`config.mk`:
```
export PLATFORM = sky130hd
export DESIGN_NAME = shift_register_chain_output_controller_core
export DESIGN_NICKNAME = d
export VERILOG_FILES = /design/src/rtl/core/srcoc_pkg.sv /design/src/rtl/core/shift_register_chain_output_controller_core.sv
export SDC_FILE = /design/constraint.sdc
export NUM_CORES = 1
export LEC_CHECK = 0
export ABC_CLOCK_PERIOD_IN_PS = 3600
export BUFFER_PORTS_ARGS = -buffer_cell sky130_fd_sc_hd__buf_2
export CORE_MARGIN = 2
export CORE_UTILIZATION = 50
export DETAILED_ROUTE_END_ITERATION = 6
export PLACE_DENSITY = 0.71
export REMOVE_ABC_BUFFERS = 1
export SYNTH_ARGS = -nofsm -noshare
export SYNTH_HDL_FRONTEND = slang
export SYNTH_SLANG_ARGS = --single-unit
```
`constraint.sdc`:
```
create_clock -name clk -period 3.6 [get_ports clk]
set_clock_uncertainty 0.1 [all_clocks]
set_input_delay 0.36 -clock clk [delete_from_list [all_inputs] [get_ports clk]]
set_output_delay 0.36 -clock clk [all_outputs]
set_load 0.005 [all_outputs]
```
`src/rtl/core/srcoc_pkg.sv`:
```
// Package: shared types, codes and sizes for the shift register chain output controller.
package srcoc_pkg;

  localparam int MAX_CHAIN = 16;
  localparam int IDX_W     = (MAX_CHAIN > 1) ? $clog2(MAX_CHAIN) : 1;
  localparam int CHAIN_W   = $clog2(MAX_CHAIN + 1);
  localparam int BITN_W    = CHAIN_W + 3;
  localparam int CMP_W     = (BITN_W > 8) ? BITN_W + 1 : 9;
  localparam int CFG_LEN_W = 5;
  localparam int CFG_IDX_W = 1;

  localparam logic [2:0] OP_WRITE_BYTE = 3'd0;
  localparam logic [2:0] OP_WRITE_BIT  = 3'd1;
  localparam logic [2:0] OP_BLOCK_ELEM = 3'd2;
  localparam logic [2:0] OP_SHIFT      = 3'd3;
  localparam logic [2:0] OP_CLEAR      = 3'd4;

  localparam logic [1:0] ST_OK          = 2'd0;
  localparam logic [1:0] ST_BYTE_INVAL  = 2'd1;
  localparam logic [1:0] ST_BIT_INVAL   = 2'd2;
  localparam logic [1:0] ST_BLOCK_OVFL  = 2'd3;

  localparam logic [CFG_IDX_W-1:0] CFG_CHAIN_LENGTH   = 1'b0;
  localparam logic [CFG_IDX_W-1:0] CFG_OUTPUT_ENABLED = 1'b1;

  typedef enum logic [1:0] {
    S_IDLE,
    S_EXEC,
    S_SHIFT
  } state_t;

  typedef struct packed {
    logic [2:0] opcode;
    logic [7:0] byte_value;
    logic [7:0] byte_index;
    logic [7:0] bit_index;
    logic       bit_value;
    logic [7:0] block_length;
  } in_t;

  typedef struct packed {
    logic [1:0] status;
    logic       frame_valid;
    logic [7:0] frame_byte;
    logic       latch_pulse;
    logic       clear_pulse;
    logic       output_enable_n;
    logic       last;
  } out_t;

endpackage

```
`src/rtl/core/shift_register_chain_output_controller_core.sv`:
```
// Top level: shadow bank, operation sequencer and result register for the shift register chain.
// A write, bit, block or clear result is registered from S_EXEC once the output register is free.
// A shift passes S_EXEC, then S_SHIFT registers its first beat once the output register is free.
// A new op is taken only in S_IDLE, after the last result or shift beat is loaded; a shift
// steps the single bank read port one byte per cycle down the chain while the output is free.
// Reset (rst, synchronous) zeroes the bank, chain length 1, outputs disabled.
module shift_register_chain_output_controller_core (
  input  logic                            clk,
  input  logic                            rst,
  input  logic                            in_valid,
  output logic                            in_ready,
  input  srcoc_pkg::in_t                  in_data,
  output logic                            out_valid,
  input  logic                            out_ready,
  output srcoc_pkg::out_t                 out_data,
  input  logic                            cfg_valid,
  output logic                            cfg_ready,
  input  logic [srcoc_pkg::CFG_IDX_W-1:0] cfg_index,
  input  logic [srcoc_pkg::CFG_LEN_W-1:0] cfg_data
);
  import srcoc_pkg::*;

  state_t                 state, state_next;
  in_t                    item;
  logic [7:0]             bank [MAX_CHAIN];
  logic [CFG_LEN_W-1:0]   chain_length;
  logic                   output_enabled;
  logic [IDX_W-1:0]       shift_idx;

  logic [CHAIN_W-1:0]     chain_eff;
  logic                   out_free;
  logic                   load_out;
  out_t                   result;
  logic [IDX_W-1:0]       rd_idx;
  logic [7:0]             rd_data;
  logic                   wr_en;
  logic [IDX_W-1:0]       wr_idx;
  logic [7:0]             wr_data;
  logic                   clr_bank;
  logic [7:0]             bit_mask;
  logic                   byte_ok, bit_ok, block_fits, elem_ok;

  assign cfg_ready = 1'b1;
  assign out_free  = !out_valid || out_ready;

  always_comb begin
    if (chain_length == '0) begin
      chain_eff = CHAIN_W'(1);
    end else if (32'(chain_length) > MAX_CHAIN) begin
      chain_eff = CHAIN_W'(MAX_CHAIN);
    end else begin
      chain_eff = CHAIN_W'(chain_length);
    end
  end

  assign byte_ok    = CMP_W'(item.byte_index) < CMP_W'(chain_eff);
  assign bit_ok     = CMP_W'(item.bit_index) < CMP_W'({chain_eff, 3'b000});
  assign block_fits = CMP_W'(item.block_length) <= CMP_W'(chain_eff);
  assign elem_ok    = item.byte_index < item.block_length;
  assign bit_mask   = 8'(1) << item.bit_index[2:0];
  assign rd_data    = bank[rd_idx];

  always_comb begin
    state_next = state;
    case (state)
      S_IDLE: begin
        if (in_valid) state_next = S_EXEC;
      end
      S_EXEC: begin
        if (item.opcode == OP_SHIFT) begin
          state_next = S_SHIFT;
        end else if (out_free) begin
          state_next = S_IDLE;
        end
      end
      S_SHIFT: begin
        if (out_free && shift_idx == '0) state_next = S_IDLE;
      end
      default: state_next = S_IDLE;
    endcase
  end

  always_comb begin
    in_ready = (state == S_IDLE);
    load_out = 1'b0;
    wr_en    = 1'b0;
    clr_bank = 1'b0;
    wr_idx   = item.byte_index[IDX_W-1:0];
    wr_data  = item.byte_value;
    rd_idx   = item.bit_index[IDX_W+2:3];
    result   = '{status: ST_OK, frame_valid: 1'b0, frame_byte: 8'h00, latch_pulse: 1'b0,
                 clear_pulse: 1'b0, output_enable_n: !output_enabled, last: 1'b1};
    case (state)
      S_EXEC: begin
        load_out = out_free && (item.opcode != OP_SHIFT);
        case (item.opcode)
          OP_WRITE_BYTE: begin
            if (byte_ok) wr_en = load_out;
            else result.status = ST_BYTE_INVAL;
          end
          OP_WRITE_BIT: begin
            wr_idx  = rd_idx;
            wr_data = item.bit_value ? (rd_data | bit_mask) : (rd_data & ~bit_mask);
            if (bit_ok) wr_en = load_out;
            else result.status = ST_BIT_INVAL;
          end
          OP_BLOCK_ELEM: begin
            if (!block_fits) result.status = ST_BLOCK_OVFL;
            else if (!elem_ok) result.status = ST_BYTE_INVAL;
            else wr_en = load_out;
          end
          OP_CLEAR: begin
            clr_bank           = load_out;
            result.latch_pulse = 1'b1;
            result.clear_pulse = 1'b1;
          end
          default: begin
          end
        endcase
      end
      S_SHIFT: begin
        load_out           = out_free;
        rd_idx             = shift_idx;
        result.frame_valid = 1'b1;
        result.frame_byte  = rd_data;
        result.latch_pulse = (shift_idx == '0);
        result.last        = (shift_idx == '0);
      end
      default: begin
      end
    endcase
  end

  always_ff @(posedge clk) begin
    if (rst) begin
      state          <= S_IDLE;
      chain_length   <= CFG_LEN_W'(1);
      output_enabled <= 1'b0;
      out_valid      <= 1'b0;
      shift_idx      <= '0;
      for (int i = 0; i < MAX_CHAIN; i++) bank[i] <= 8'h00;
    end else begin
      state <= state_next;
      if (cfg_valid && cfg_ready) begin
        case (cfg_index)
          CFG_CHAIN_LENGTH:   chain_length   <= cfg_data;
          CFG_OUTPUT_ENABLED: output_enabled <= cfg_data[0];
          default: begin
          end
        endcase
      end
      if (load_out) out_valid <= 1'b1;
      else if (out_ready) out_valid <= 1'b0;
      if (state == S_EXEC) begin
        shift_idx <= IDX_W'(chain_eff - CHAIN_W'(1));
      end else if (state == S_SHIFT && out_free && shift_idx != '0) begin
        shift_idx <= shift_idx - IDX_W'(1);
      end
      if (clr_bank) begin
        for (int i = 0; i < MAX_CHAIN; i++) bank[i] <= 8'h00;
      end else if (wr_en) begin
        bank[wr_idx] <= wr_data;
      end
    end
  end

  always_ff @(posedge clk) begin
    if (in_valid && in_ready) item <= in_data;
    if (load_out) out_data <= result;
  end

  a_accept_exec: assert property (@(posedge clk) disable iff (rst)
    in_valid && in_ready |=> state == S_EXEC)
    else $error("accepted item did not enter execution");

  a_latch_last: assert property (@(posedge clk) disable iff (rst)
    out_valid && out_data.latch_pulse |-> out_data.last)
    else $error("latch pulse on a beat that is not last");

  a_shift_range: assert property (@(posedge clk) disable iff (rst)
    state == S_SHIFT |-> CHAIN_W'(shift_idx) < chain_eff)
    else $error("shift index beyond chain");

  a_shift_frame: assert property (@(posedge clk) disable iff (rst)
    state == S_SHIFT && out_free |=> out_valid && out_data.frame_valid)
    else $error("shift beat missing frame");

endmodule

```
==> results of run 1 <==
-- logic make-up after synthesis --
family          after synthesis
compound gates              109
xor+xnor                      2
fa+ha+maj                    24
buf+inv                      58
flops                       192
mux                          61
other cells                   1
simple gates                278
-- worst max-delay path: cells and delay by family, from the launching register on --
family                   cells  cell delay, ns
buffers and inverters        3            0.48
AO/OA/AOI/OAI                3            0.74
AND/OR/NAND/NOR              2            0.65
flip-flops                   1            0.34
multiplexers                 1            0.51
adder cells (fa/ha/maj)      1            0.25
-- flip-flops by register name, indices dropped and copies added, names as in the netlist --
| name | cells |
|---|---|
| output_enabled | 1 |
| state | 2 |
| out_valid | 1 |
| item | 36 |
| shift_idx | 4 |
| bank | 128 |
| chain_length | 5 |
| out_data | 15 |
-- how the worst min path moves through the flow --
stage                   start             end  slack, ns
2_1_floorplan  output_enabled     out_data[1]       0.33
3_3_place_gp   output_enabled     out_data[1]       0.33
3_5_place_dp   output_enabled  output_enabled       0.35
4_1_cts           in_data[17]        item[17]      0.003
5_1_grt            in_data[9]         item[9]      0.001
6_report          in_data[17]        item[17]       0.02
-- layout make-up --
class / count / area (µm²) / area share
clock buffers: 17 / 425 / 0.0383
inverters: 16 / 60.1 / 0.00541
multi-input cells: 476 / 3370 / 0.304
clock inverters: 15 / 145 / 0.0131
well taps: 229 / 287 / 0.0258
repair buffers: 152 / 1180 / 0.106
flip-flops and latches: 192 / 5640 / 0.507
-- power breakdown --
part	switching (mW)	leakage (nW)	internal (mW)
Sequential	0.0716	1.90	2.56
Combinational	0.430	1.77	0.302
Clock	0.822	0.275	1.02
-- through the flow --
stage | TNS [ns] | instances | cell area (µm²) | util
after floorplan | -1204.03 | 683 | 9030 | -
after global routing | 0 | 1097 | 11100 | 0.614
final | 0 | 1097 | 11100 | 0.614
after detailed placement | 0 | 1030 | 10200 | 0.562
after global placement | 0 | 1030 | 10200 | 0.562
after CTS | 0 | 1096 | 11100 | 0.613
-- what timing repair did --
action | CTS | global route
hold endpoints to repair | 34 | 0
hold buffers | 34 | 0
endpoints found under the setup margin | 0 | 63
gates resized for setup | 0 | 2
-- layer usage --
layer / vias up / routed length [µm] / global-route usage / part of all wire
met5: - / 0 / 0 / 0
met4: 0 / 473 / 0.0750 / 0.020
met3: 51 / 1700 / 0.0472 / 0.072
met2: 304 / 11600 / 0.406 / 0.49
met1: 3256 / 9800 / 0.329 / 0.42
li1: 3072 / - / - / -
-- cells in the mapped netlist (all sizes together) (4+ instances only) --
cell    instances
nand3b          9
nor3b           5
clkbuf         26
ha             24
nor2b          11
edfxtp        179
dfxtp          13
a31oi           5
inv            16
nor3          133
or3             4
mux4           11
a21oi          20
or4b            7
o31ai           4
o221ai          5
mux2i          49
and2           10
buf            16
nand2          40
nand4           4
nand3          13
o21ai          36
o22ai          22
nor2           30
==> flow_metrics.env, run 1 <==
export IMPL_status="completed"
export IMPL_nets=926
export IMPL_synth_top_family_by_area="simple AND/OR/NAND/NOR gates"
export IMPL_syn2layout_area_growth_pct=19.6
export IMPL_cp_data_arrival_time_ns=3.43
export IMPL_fp_dieW_um=140
export IMPL_clock_sinks=192
export IMPL_place_gp_congestion=0.897
export IMPL_start_util=0.514
export IMPL_async_reset_ff_frac=0
export IMPL_timing_fmax_mhz=297
export IMPL_route_vias_total=6683
export IMPL_power_mw=5.20
export IMPL_r2r_cells=10
export IMPL_io_buffers=63
export IMPL_post_place_ws_ns=0.210
export IMPL_first_global_vias=6572
export IMPL_cts_buffers=17
export IMPL_rows=49
export IMPL_maxSlewViolCount=0
export IMPL_ir_drop_mv=0.348
export IMPL_synth_compound_area_frac=0.0820
export IMPL_start_kind="flip-flop"
export IMPL_required_ns=3.67
export IMPL_synth_area_leaders="edfxtp_1, nor3_1, mux2i_1, ha_1, dfxtp_1"
export IMPL_diodes=0
export IMPL_die_area_um2=19700
export IMPL_end_kind="flip-flop"
export IMPL_drc=0
export IMPL_ys_warn_count=0
export IMPL_grt_max_degree=37
export IMPL_final_hold_viol_count=0
export IMPL_n_fill_cell=1344
export IMPL_syn_area_um2=9290
export IMPL_hold_slack_ns=0.0155
export IMPL_drtIter0Drc=837
export IMPL_grt_pass1_wl_um=36700
export IMPL_synth_area_leader_cell="edfxtp_1"
export IMPL_grt_overflow_total=0
export IMPL_insertion_delay_ns=0.44
export IMPL_min_path_cells=1
export IMPL_cp_cell_sequence="inv_1 -> ha_1 -> buf_4 -> mux2_2 -> o21ai_1 -> o22ai_1 -> or4b_4 -> o221ai_4 -> buf_12 -> nor3_1"
export IMPL_cts_root_buf="clkbuf_16"
export IMPL_powerDensity_nw_per_um2=468
export IMPL_critPathLaunch="state[0]"
export IMPL_cts_setup_buffers=0
export IMPL_finalSetupViolations=0
export IMPL_critPathMaxStageDelay_ns=0.58
export IMPL_clk_path_buf_depth=2
export IMPL_yosysUniqueCellTypes=58
export IMPL_wire_per_inst_um=21.5
export IMPL_synth_top_cell_area_share=0.579
export IMPL_cpMaxStageDelayCell="or4b_4"
export IMPL_reg2reg_to="bank[15][0]"
export IMPL_cts_htree_levels=4
export IMPL_ios=65
export IMPL_crit_fanout=16
export IMPL_synth_xor_area_share=0.00189
export IMPL_rsz0062_at_grt="no"
export IMPL_dr_pass1_iters=6
export IMPL_synth_edf_count=179
export IMPL_worstMarginPinSlew_ns=1.15
export IMPL_die_h_um=140
export IMPL_synthSimpleGateAreaFrac=0.160
export IMPL_final_min_clock_period_ns=3.36
export IMPL_maxCapViolations=0
export IMPL_core_um2=18100
export IMPL_synthFlopType="edfxtp_1"
export IMPL_antenna_found_initial=0
export IMPL_criticalPathCategory="flip-flop to flip-flop"
export IMPL_endpoint="bank[15][0]"
export IMPL_setup_ws_ns=0.236
export IMPL_slew_headroom=0.227
export IMPL_reg2reg_slack_ns=0.24
export IMPL_final_common_cell="edfxtp_1"
export IMPL_avgSynthCellArea_um2=12.8
export IMPL_ys_seq_area_frac=0.607
export IMPL_synth_fa_ha_area_frac=0.0323
export IMPL_layout_drive_gt1_share=0.217
export IMPL_clk_pin_slew_ns=0.07
export IMPL_cts_tree="yes"
export IMPL_synthMuxAreaShare=0.0820
export IMPL_finalCritPeriodShare=0.934
export IMPL_final_antenna_net_count=0
export IMPL_grt_util_all_layers=0.244
export IMPL_postSynthCellCount=725
export IMPL_vias_per_cell=6.09
export IMPL_wl_um=23500
export IMPL_mostFrequentLayoutCells="edfxtp_1, nor3_1, buf_2, mux2i_1, buf_4"
export IMPL_hpwlAfterDp_um=16200
export IMPL_hp_class="input port to flip-flop"
export IMPL_ys_seq_elements=192
export IMPL_r2r_start="state[0]"
export IMPL_total_leakage_power_nw=3.95
Note: power is estimated with default switching activity, not from simulation.
==> inputs of run 2 (changes only) <==
--- a/config.mk
+++ b/config.mk
@@ -11,7 +11,6 @@
 export CORE_UTILIZATION = 50
 export DETAILED_ROUTE_END_ITERATION = 6
 export PLACE_DENSITY = 0.71
-export REMOVE_ABC_BUFFERS = 1
 export SYNTH_ARGS = -nofsm -noshare
 export SYNTH_HDL_FRONTEND = slang
 export SYNTH_SLANG_ARGS = --single-unit
==> run 2 against run 1 <==
Compared with the run above: the run now ends with negative setup slack left; largest power group unchanged; sequential cell count unchanged; setup slack got worse by 0.29 ns; critical path type unchanged; wire length increased by 3.4%.
==> flow_metrics.env, run 2 (synthesis gave the netlist of run 1 again) <==
export IMPL_status="finished, violations left"
export IMPL_violations="negative setup slack"
export IMPL_route_vias_total=6817
export IMPL_combPwrFrac=0.145
export IMPL_min_path_cells=1
export IMPL_antenna_found_initial=0
export IMPL_maxCapViolations=0
export IMPL_finalSetupViolations=16
export IMPL_vias_per_cell=6.12
export IMPL_regMostFlops="bank"
export IMPL_drtIter0Drc=711
export IMPL_ir_drop_mv=0.349
export IMPL_setup_ws_ns=-0.0543
export IMPL_grt_max_degree=37
export IMPL_p_seq_frac=0.507
export IMPL_worstMarginPinSlew_ns=1.08
export IMPL_r2r_cells=9
export IMPL_ios=65
export IMPL_place_gp_congestion=0.961
export IMPL_p_switching_mw=1.36
export IMPL_syn_num_nets=796
export IMPL_start_kind="flip-flop"
export IMPL_dp_cells=1043
export IMPL_crit_fanout=10
export IMPL_power_mw=5.20
export IMPL_die_area_um2=19700
export IMPL_cp_data_arrival_time_ns=3.61
export IMPL_final_core_util=0.623
export IMPL_p_int_mw=3.84
export IMPL_cts_root_buf="clkbuf_16"
export IMPL_hpwlAfterDp_um=16600
export IMPL_start_util=0.514
export IMPL_n_fill_cell=1309
export IMPL_wl_um=24300
export IMPL_drc=0
export IMPL_nets=943
export IMPL_end_kind="flip-flop"
export IMPL_wire_per_inst_um=21.8
export IMPL_grt_util_all_layers=0.256
export IMPL_cts_htree_levels=4
export IMPL_finalCritPeriodShare=1.02
export IMPL_final_common_cell="edfxtp_1"
export IMPL_diodes=0
export IMPL_reg_top3="bank (128), item (36), out_data (15)"
export IMPL_grt_pass1_wl_um=37700
export IMPL_cp_depth=9
export IMPL_largest_reg_flops=128
export IMPL_clock_sinks=192
export IMPL_layout_drive_gt1_share=0.238
export IMPL_syn2layout_area_growth_pct=21.3
export IMPL_criticalPathCategory="flip-flop to flip-flop"
export IMPL_cp_cell_sequence="inv_1 -> nand2_1 -> ha_1 -> a211o_1 -> a2111oi_1 -> o21ai_1 -> o31ai_4 -> a21oi_4 -> o21ai_0"
export IMPL_dr_pass1_iters=5
export IMPL_rsz0062_at_grt="yes"
export IMPL_critical_path_buf_inv_count=1
export IMPL_clockPowerShare=0.349
export IMPL_critPathMaxStageDelay_ns=0.86
export IMPL_total_leakage_power_nw=4.02
export IMPL_clk_path_buf_depth=2
export IMPL_hp_class="input port to flip-flop"
export IMPL_final_min_clock_period_ns=3.65
export IMPL_rows=49
export IMPL_insertion_delay_ns=0.43
export IMPL_cts_buffers=17
export IMPL_fp_dieW_um=140
export IMPL_powerDensity_nw_per_um2=462
export IMPL_grt_overflow_total=0
export IMPL_slew_headroom=0.275
export IMPL_first_global_vias=6755
export IMPL_mostFrequentLayoutCells="edfxtp_1, nor3_1, buf_2, buf_4, mux2i_1"
export IMPL_clk_pin_slew_ns=0.07
export IMPL_p_sw_frac=0.262
export IMPL_hold_slack_ns=0.0189
export IMPL_cpMaxStageDelayCell="o21ai_0"
export IMPL_timing_fmax_mhz=274
export IMPL_final_hold_viol_count=0
export IMPL_io_buffers=63
export IMPL_core_um2=18100
export IMPL_cts_tree="yes"
export IMPL_stdcell_count=1114
export IMPL_maxSlewViolCount=0
export IMPL_required_ns=3.55
export IMPL_final_antenna_net_count=0
export IMPL_die_h_um=140
export IMPL_cp_top_family="compound AO/OA/AOI/OAI gates"
run 2: cell types whose count changed in the layout (fill, tap and decap cells not counted), moves of 2 or more:
cell and change:
buf_12 +2, clkinvlp_4 +3, buf_4 +15, o21ai_0 -11, o21ai_2 +2, inv_6 +2
o21ai_1 +9, clkinv_1 -2, clkinv_4 -4, inv_8 +2
run 2: area by class of cell:
cell class,count,area (µm²),share of cell area
clock buffers,17,425,0.0378
clock inverters,15,135,0.0120
inverters,16,60.1,0.00533
multi-input cells,476,3390,0.301
flip-flops and latches,192,5640,0.500
well taps,229,287,0.0254
repair buffers,169,1330,0.118
run 2: power groups by stage:
stage	logic, mW	clock network [mW]	registers [mW]
finish	0.752	1.81	2.64
global route	0.806	1.91	2.65
CTS	0.733	1.83	2.63
detailed placement	0.698	0	2.68
global placement	0.678	0	2.68
floorplan	0.436	0	2.65
run 2: layer usage:
layer | vias to the layer above | GRT usage | share of wire
met5 | - | 0 | 0
met1 | 3304 | 0.336 | 0.39
met4 | 0 | 0.0914 | 0.031
met2 | 358 | 0.417 | 0.48
met3 | 53 | 0.0632 | 0.093
li1 | 3102 | - | -
run 2: final timing paths:
check	end	from	slack [ns]
min reg2reg	output_enabled	output_enabled	0.36
max reg2reg	bank[14][6]	chain_length[4]	-0.05
min	item[27]	in_data[27]	0.02
max	bank[14][6]	chain_length[4]	-0.05
run 2: metrics by stage:
stage,area [µm²],setup slack (ns),TNS [ns]
2_1_floorplan,9290,0.133,0
3_3_place_gp,10300,0.0440,0
3_5_place_dp,10300,-0.132,-5.45
4_1_cts,11200,-0.00336,-0.0248
5_1_grt,11300,-0.232,-8.88
6_report,11300,-0.0543,-0.778
run 2: timing repair:
action | in CTS | in global routing
hold endpoints to repair | 32 | 2
cloned | 1 | 0
setup buffers | 0 | 4
hold buffers | 32 | 2
endpoints found under the setup margin | 76 | 162
resized for setup | 6 | 11
pin swaps | 1 | 2
==> inputs of run 3 (changes only) <==
--- a/config.mk
+++ b/config.mk
@@ -9,6 +9,7 @@
 export BUFFER_PORTS_ARGS = -buffer_cell sky130_fd_sc_hd__buf_2
 export CORE_MARGIN = 2
 export CORE_UTILIZATION = 50
+export CTS_BUF_LIST = sky130_fd_sc_hd__clkbuf_4 sky130_fd_sc_hd__clkbuf_8
 export DETAILED_ROUTE_END_ITERATION = 6
 export PLACE_DENSITY = 0.71
 export SYNTH_ARGS = -nofsm -noshare
==> run 3 against run 2 <==
Compared with the run above: the run now ends clean; setup slack improved by 0.11 ns; sequential share of layout area is 0.68 points higher; hold slack improved by 0.0093 ns; total power is 8.6% lower; non-clock buffer count is 3 higher; critical path type unchanged; combinational power increased by 0.5%; register-to-register slack better by 0.11 ns; cell area shrank 1.3%; clock power decreased by 25%; utilization shrank 0.83 points; count of clock-buffer cells in the layout stayed put.
==> flow_metrics.env, run 3 (synthesis gave the netlist of run 1 again) <==
export IMPL_vias_per_cell=6.15
export IMPL_largest_reg_flops=128
export IMPL_clk_pin_slew_ns=0.10
export IMPL_insertion_delay_ns=0.48
export IMPL_powerDensity_nw_per_um2=428
export IMPL_dpl_cell_area_um2=10300
export IMPL_end_kind="flip-flop"
export IMPL_dp_cells=1043
export IMPL_final_common_cell="edfxtp_1"
export IMPL_cp_data_arrival_time_ns=3.56
export IMPL_clk_path_buf_depth=2
export IMPL_syn2layout_area_growth_pct=19.6
export IMPL_nets=947
export IMPL_cts_buffers=17
export IMPL_worstMarginPinSlew_ns=1.21
export IMPL_reg_top3="bank (128), item (36), out_data (15)"
export IMPL_timing_fmax_mhz=282
export IMPL_io_buffers=63
export IMPL_regMostFlops="bank"
export IMPL_layout_drive_gt1_share=0.237
export IMPL_grt_overflow_total=0
export IMPL_rows=49
export IMPL_core_um2=18100
export IMPL_wire_per_inst_um=21.9
export IMPL_slew_headroom=0.188
export IMPL_drtIter0Drc=756
export IMPL_stdcell_count=1118
export IMPL_clock_sinks=192
export IMPL_final_hold_viol_count=0
export IMPL_ios=65
export IMPL_wl_um=24500
export IMPL_grt_util_all_layers=0.256
export IMPL_ir_drop_mv=0.465
export IMPL_wl_met1_um=9520
export IMPL_route_vias_total=6881
export IMPL_dr_pass1_iters=5
export IMPL_crit_fanout=8
export IMPL_die_area_um2=19700
export IMPL_finalSetupViolations=0
export IMPL_grt_pass1_wl_um=37600
export IMPL_mostFrequentLayoutCells="edfxtp_1, nor3_1, buf_2, buf_4, mux2i_1"
export IMPL_wl_met3_um=2350
export IMPL_start_util=0.514
export IMPL_first_global_vias=6783
export IMPL_total_leakage_power_nw=3.94
export IMPL_final_min_clock_period_ns=3.54
export IMPL_drc=0
export IMPL_stdcell_area_um2=11100
export IMPL_cts_root_buf="clkbuf_8"
export IMPL_maxSlewViolCount=0
export IMPL_die_h_um=140
export IMPL_maxCapViolations=0
export IMPL_cts_htree_levels=4
export IMPL_finalCritPeriodShare=0.984
export IMPL_final_antenna_net_count=0
export IMPL_fp_dieW_um=140
export IMPL_antenna_found_initial=0
export IMPL_grt_max_degree=37
export IMPL_maxUsedRoutingLayer="met4"
export IMPL_diodes=0
export IMPL_place_gp_congestion=0.961
export IMPL_cts_tree="yes"
export IMPL_required_ns=3.62
export IMPL_criticalPathCategory="flip-flop to flip-flop"
export IMPL_n_fill_cell=1352
export IMPL_status="completed"
export IMPL_hp_class="input port to flip-flop"
export IMPL_syn_num_nets=796
export IMPL_hpwlAfterDp_um=16600
export IMPL_start_kind="flip-flop"
export IMPL_wl_met2_um=11800
run 3: changes by cell type in the layout (fill, tap and decap cells not counted), sizes merged:
cell	delta
a21oi	+1
buf	-1
dlygate4sd3	+4
run 3: path summary, 6_finish.rpt:
kind | from | endpoint | slack [ns] | cells past startpoint
setup / recovery | chain_length[4] | bank[15][1] | 0.06 | 9
hold / removal | cfg_data[1] | chain_length[1] | 0.03 | 3
setup reg to reg | chain_length[4] | bank[15][1] | 0.06 | 9
hold reg to reg | output_enabled | output_enabled | 0.37 | 2
run 3: repair_timing:
item                                    CTS  global route
pin swaps                                 1             2
endpoints found under the setup margin   76           169
cloned                                    1             1
resized for setup                         6            10
hold buffers                             38             0
buffers inserted                          0             3
endpoints found under the hold margin    38             0
run 3: critical path, cell delays in order (launching register included):
cell and delay (ns):
dfxtp_1 0.34, inv_1 0.16, nand2_1 0.18, ha_1 0.34, a211o_1 0.31, a2111oi_1 0.47, o21ai_1 0.20, o31ai_4 0.16
a21oi_2 0.25, o21ai_1 0.67
run 3: area by class of cell:
class / instances / area, µm² / share of cell area
Sequential cell: 192 / 5640 / 0.507
Multi-Input combinational cell: 477 / 3390 / 0.305
Timing Repair Buffer: 172 / 1370 / 0.123
Tap cell: 229 / 287 / 0.0258
Clock buffer: 17 / 234 / 0.0211
Clock inverter: 15 / 135 / 0.0122
Inverter: 16 / 60.1 / 0.00540
run 3: per-stage QoR:
step	setup slack [ns]	util	TNS (ns)	hold WS [ns]	total power, mW
floorplan	0.133	-	0	0.328	3.09
global placement	0.0440	0.569	0	0.338	3.35
detailed placement	-0.132	0.569	-5.45	0.353	3.38
CTS	-0.0157	0.612	-0.195	0.0118	4.74
global route	-0.125	0.614	-4.10	0.0270	4.90
finish	0.0577	0.614	0	0.0282	4.75
run 3: per-layer routing:
metal,track usage,vias up
met5,0,-
li1,-,3118
met3,0.0622,55
met1,0.338,3319
met2,0.418,389
met4,0.0898,0
run 3: power by group:
part / switching (mW) / internal (mW) / leakage [nW]
Clock: 0.810 / 0.555 / 0.176
Combinational: 0.437 / 0.319 / 1.87
Sequential: 0.0772 / 2.56 / 1.90
Total: 1.32 / 3.43 / 3.94
